<file path="src/pncs_pkg.sv">
// ----------------------------------------------------------------------------
// pncs_pkg
// Shared types and constants for the nearest palette color search unit.
// ----------------------------------------------------------------------------
package pncs_pkg;

  localparam int PALETTE_ENTRIES_DEF = 256;

  localparam int CH_W  = 8;          // bits per color channel
  localparam int RGB_W = 3 * CH_W;   // packed {red, green, blue}
  localparam int IDX_W = 8;          // width of entry_index / nearest_index
  localparam int SUM_W = CH_W + 2;   // sum of three channel differences

  // Running minimum starts above the largest possible sum (3 * 255).
  localparam logic [SUM_W-1:0] SUM_NONE = '1;

  localparam logic FUNC_WRITE = 1'b0;
  localparam logic FUNC_QUERY = 1'b1;

  typedef struct packed {
    logic clear;   // new query: reset running minimum
    logic valid;   // entry data on the read port belongs to the scan
  } scan_ctl_t;

endpackage

</file>
<file path="src/pncs_scan.sv">
// ----------------------------------------------------------------------------
// pncs_scan
// Manhattan distance of one palette entry against the query color and
// running minimum tracker (strict less-than, lowest index wins a tie).
// ----------------------------------------------------------------------------
module pncs_scan
  import pncs_pkg::*;
#(
  parameter int AW = $clog2(PALETTE_ENTRIES_DEF)
) (
  input  logic             clk,
  input  scan_ctl_t        ctl,
  input  logic [CH_W-1:0]  q_red,
  input  logic [CH_W-1:0]  q_green,
  input  logic [CH_W-1:0]  q_blue,
  input  logic [RGB_W-1:0] entry,
  input  logic [AW-1:0]    entry_idx,
  output logic [AW-1:0]    best_idx
);

  logic [SUM_W-1:0] best_sum;
  logic [CH_W-1:0]  e_red, e_green, e_blue;
  logic [CH_W-1:0]  d_red, d_green, d_blue;
  logic [SUM_W-1:0] sum;

  assign e_red   = entry[3*CH_W-1:2*CH_W];
  assign e_green = entry[2*CH_W-1:CH_W];
  assign e_blue  = entry[CH_W-1:0];

  assign d_red   = (e_red   > q_red)   ? e_red   - q_red   : q_red   - e_red;
  assign d_green = (e_green > q_green) ? e_green - q_green : q_green - e_green;
  assign d_blue  = (e_blue  > q_blue)  ? e_blue  - q_blue  : q_blue  - e_blue;

  assign sum = SUM_W'(d_red) + SUM_W'(d_green) + SUM_W'(d_blue);

  always_ff @(posedge clk) begin
    if (ctl.clear) begin
      best_sum <= SUM_NONE;
      best_idx <= '0;
    end else if (ctl.valid && (sum < best_sum)) begin
      best_sum <= sum;
      best_idx <= entry_idx;
    end
  end

endmodule

</file>
<file path="config.mk">
export PLATFORM = sky130hd
export DESIGN_NAME = pncs_scan
export DESIGN_NICKNAME = d
export VERILOG_FILES = /design/src/pncs_pkg.sv /design/src/pncs_scan.sv
export SDC_FILE = /design/constraint.sdc
export NUM_CORES = 1
export LEC_CHECK = 0
export BUFFER_PORTS_ARGS = -buffer_cell sky130_fd_sc_hd__buf_4
export CAP_MARGIN = 10
export CORE_UTILIZATION = 57
export CTS_CLUSTER_DIAMETER = 40
export DETAILED_ROUTE_END_ITERATION = 16
export GPL_TIMING_DRIVEN = 0
export PLACE_DENSITY = 0.8
export SLEW_MARGIN = 20
export SYNTH_ARGS = -nofsm -noshare
export SYNTH_HDL_FRONTEND = slang
export SYNTH_SLANG_ARGS = --single-unit
</file>
<file path="constraint.sdc">
create_clock -name clk -period 7 [get_ports clk]
set_input_delay 0 -clock clk [delete_from_list [all_inputs] [get_ports clk]]
set_output_delay 0 -clock clk [all_outputs]
set_load 0.05 [all_outputs]
</file>
==> impl_metrics.toml <==
[critical_path]
cp.required_ns = 7.19
cpMaxStageDelayCell = "a311oi_2"
start_kind = "input pin"
crit_fanout = 10
crit_buf_inv = 4
path_class = "in2reg"
crit_chain = "buf_4 -> inv_1 -> ha_1 -> inv_1 -> fa_1 -> nand3_1 -> nand2_1 -> a311oi_2 -> nor2_2 -> mux2_1 -> fa_1 -> ha_1 -> fa_1 -> a21o_1 -> a221oi_1 -> a21oi_1 -> ha_1 -> and4_1 -> nand3_1 -> o211ai_1 -> clkbuf_1 -> o21ai_0 -> a21oi_1"
arrival_ns = 5.88
crit_family = "compound AO/OA/AOI/OAI gates"
cpPeakStageDelay_ns = 0.62
cp-end-kind = "register"

[sta]
final_hold_viol_count = 0
fmax_mhz = 176
finalMaxSlewViolations = 0
tightest_slew_ns = 0.633
fin_skew_ns = 0.00666
rsz0062_at_grt = "no"
setup_viol = 0
tns_ns = 0
period_share_pct = 81.3
layout_min_cycle_time_ns = 5.69
max_slew_margin_pct = 57.8

[synth]
ys_types = 56
seq_area_frac_synth_pct = 10.5
syn_nets = 567
ys_ff_latch = 18
synth_cells = 432
ys_async_sr_fraction_pct = 0
synthFlopType = "dfxtp_1"
netlist_area_sq_um = 3440
ys_warn_count = 0
avgSynthCellArea_sq_um = 7.96
synth-edff-count = 0

[global_route]
grt-ovfl-total = 0
grt_pass1_wl_um = 13400
grt_max_degree = 11
antenna_found_initial = 0
grtUsageTotal_pct = 25.8
grt_pass1_vias = 3268

[layout]
most-common-layout-cells = "74 x inv_1, 65 x buf_4, 61 x ha_1"
nets = 637
diodes = 0
syn2layout_area_growth_pct = 18.4
instances_no_fill = 573
layout_commonest_cell = "inv_1"
drive_gt1_share_pct = 17.6

[route]
wl_per_cell_um = 13.3
drt_iter0_markers = 172
drt_pre_antenna_iters = 5
vias = 3382
ant_nets = 0
drt-total-wl_um = 7640
viasPerCell = 5.90
drcViolationCount = 0

[place]
gp_congestion = 0.872
place_hpwl_um = 6380
portBuffers = 65
dp.cells = 569

[clock_network]
clk_pin_slew_ns = 0.07
numCtsBuffers = 3
cts.sinks = 18
clockBufferDepth = 2
post-cts-setup-buffer-count = 0
clock_latency_ns = 0.26
cts_tree = "built"
post_cts_hold_buffer_count = 0
root_buffer = "clkbuf_8"
htreeDepth = 1
ctsResizeCount = 0

[power_and_ir_drop]
peakVddDrop_mv = 0.220
power_leakage_nw = 2.14
p_per_area_nw_per_um2 = 300

[job]
drv_cap = 0

[die]
die_y_um = 79.7
io_pins = 67
die_w_um = 79.7
start_util_pct = 60.6
coreArea_sq_um = 5680
die_area_sq_um = 6350
rows = 27

[min_path]
hp-class = "in2reg"

[status]
status = "finished, final reports clean"
==> per-layer routing <==
| metal | vias up | share of wire, % | global-route usage, % |
|---|---|---|---|
| met2 | 122 | 48 | 46.8 |
| met1 | 1569 | 44 | 32.9 |
| li1 | 1677 | - | - |
| met3 | 14 | 6.0 | 1.49 |
| met4 | 0 | 1.4 | 6.00 |
| met5 | - | 0 | 0 |
==> layout make-up <==
cell class	instances	area, sq um
fill	480	1600
clock buffer	4	55.1
timing repair buffer	65	488
sequential	18	360
inverter	75	282
multi-input combinational	325	2730
tap	72	90.1
buffer	14	71.3
==> path summary, 6_finish.rpt <==
path | startpoint | endpoint | slack [ns] | depth (start not counted)
hold reg to reg | best_idx[4] | best_idx[4] | 0.48 | 2
hold / removal | entry_idx[5] | best_idx[5] | 0.007 | 3
setup / recovery | entry[0] | best_idx[3] | 1.31 | 23
setup reg to reg | best_sum[9] | best_idx[3] | 4.76 | 8
==> metrics by stage <==
step / power [W] / util, % / setup WS (ns) / hold WS (ns) / cell area (sq um)
2_1_floorplan: 0.000899 / - / 2.00 / 0.148 / 3440
3_3_place_gp: 0.00109 / 70.8 / 1.21 / 0.264 / 4020
3_5_place_dp: 0.00112 / 70.8 / 1.10 / 0.275 / 4020
4_1_cts: 0.00122 / 71.8 / 1.36 / 0.000671 / 4070
5_1_grt: 0.00137 / 71.8 / 0.974 / 0.0101 / 4070
6_report: 0.00122 / 71.8 / 1.31 / 0.00677 / 4070
==> power by group <==
part / switching [W] / internal [W] / leakage (nW)
Sequential: 0.0000147 / 0.000141 / 0.149
Combinational: 0.000568 / 0.000410 / 1.96
Clock: 0.0000372 / 0.0000500 / 0.0288
Total: 0.000620 / 0.000601 / 2.14
==> flip-flops by register name, indices dropped and copies added (netlist names) <==
signal,flops
best_sum,10
best_idx,8
==> logic make-up after synthesis <==
logic type                 synth area share (%)
adders and majority gates                  30.9
and+or+nand+nor                            13.5
muxes                                      5.24
buffers and inverters                      10.3
DFF                                        10.5
AOI/OAI and AO/OA                          25.3
xor gates and xnor gates                   4.33
==> synth_stat cells, types with 2 or more instances <==
library cell	count	area (sq um)
inv_1	74	278
o311ai_1	3	26.3
o21ai_0	28	140
dfxtp_1	18	360
a21o_1	12	90.1
o21a_1	5	37.5
buf_2	3	15.0
nand3_1	31	155
a31oi_1	3	18.8
and2_1	4	25.0
ha_1	61	763
fa_1	15	300
xnor2_1	9	78.8
nand2_1	14	52.6
mux2_4	3	45.0
clkbuf_1	7	26.3
o211ai_1	6	45.0
nor2_1	10	37.5
a311o_1	2	20.0
nand4_1	6	37.5
buf_1	2	7.51
and4_1	5	43.8
a221oi_1	6	52.6
mux2_1	4	45.0
a21oi_1	34	170
xor2_1	8	70.1
a211o_1	3	26.3
buf_6	2	22.5
nand3b_1	3	22.5
nor2b_1	2	12.5
o22ai_1	4	25.0
a311oi_1	2	17.5
a221o_1	2	20.0
and3_1	3	18.8
o2bb2ai_1	2	17.5
o211a_1	2	20.0
a211oi_1	7	52.6
mux2i_1	9	90.1
==> tightest hold or removal path, delay by kind of cell <==
| family | cells | cell delay [ns] |
|---|---|---|
| buffers and inverters | 1 | 0.11 |
| and+or+nand+nor | 1 | 0.06 |
| AOI/OAI and AO/OA | 1 | 0.06 |
Power figures use the tool's default switching activity.
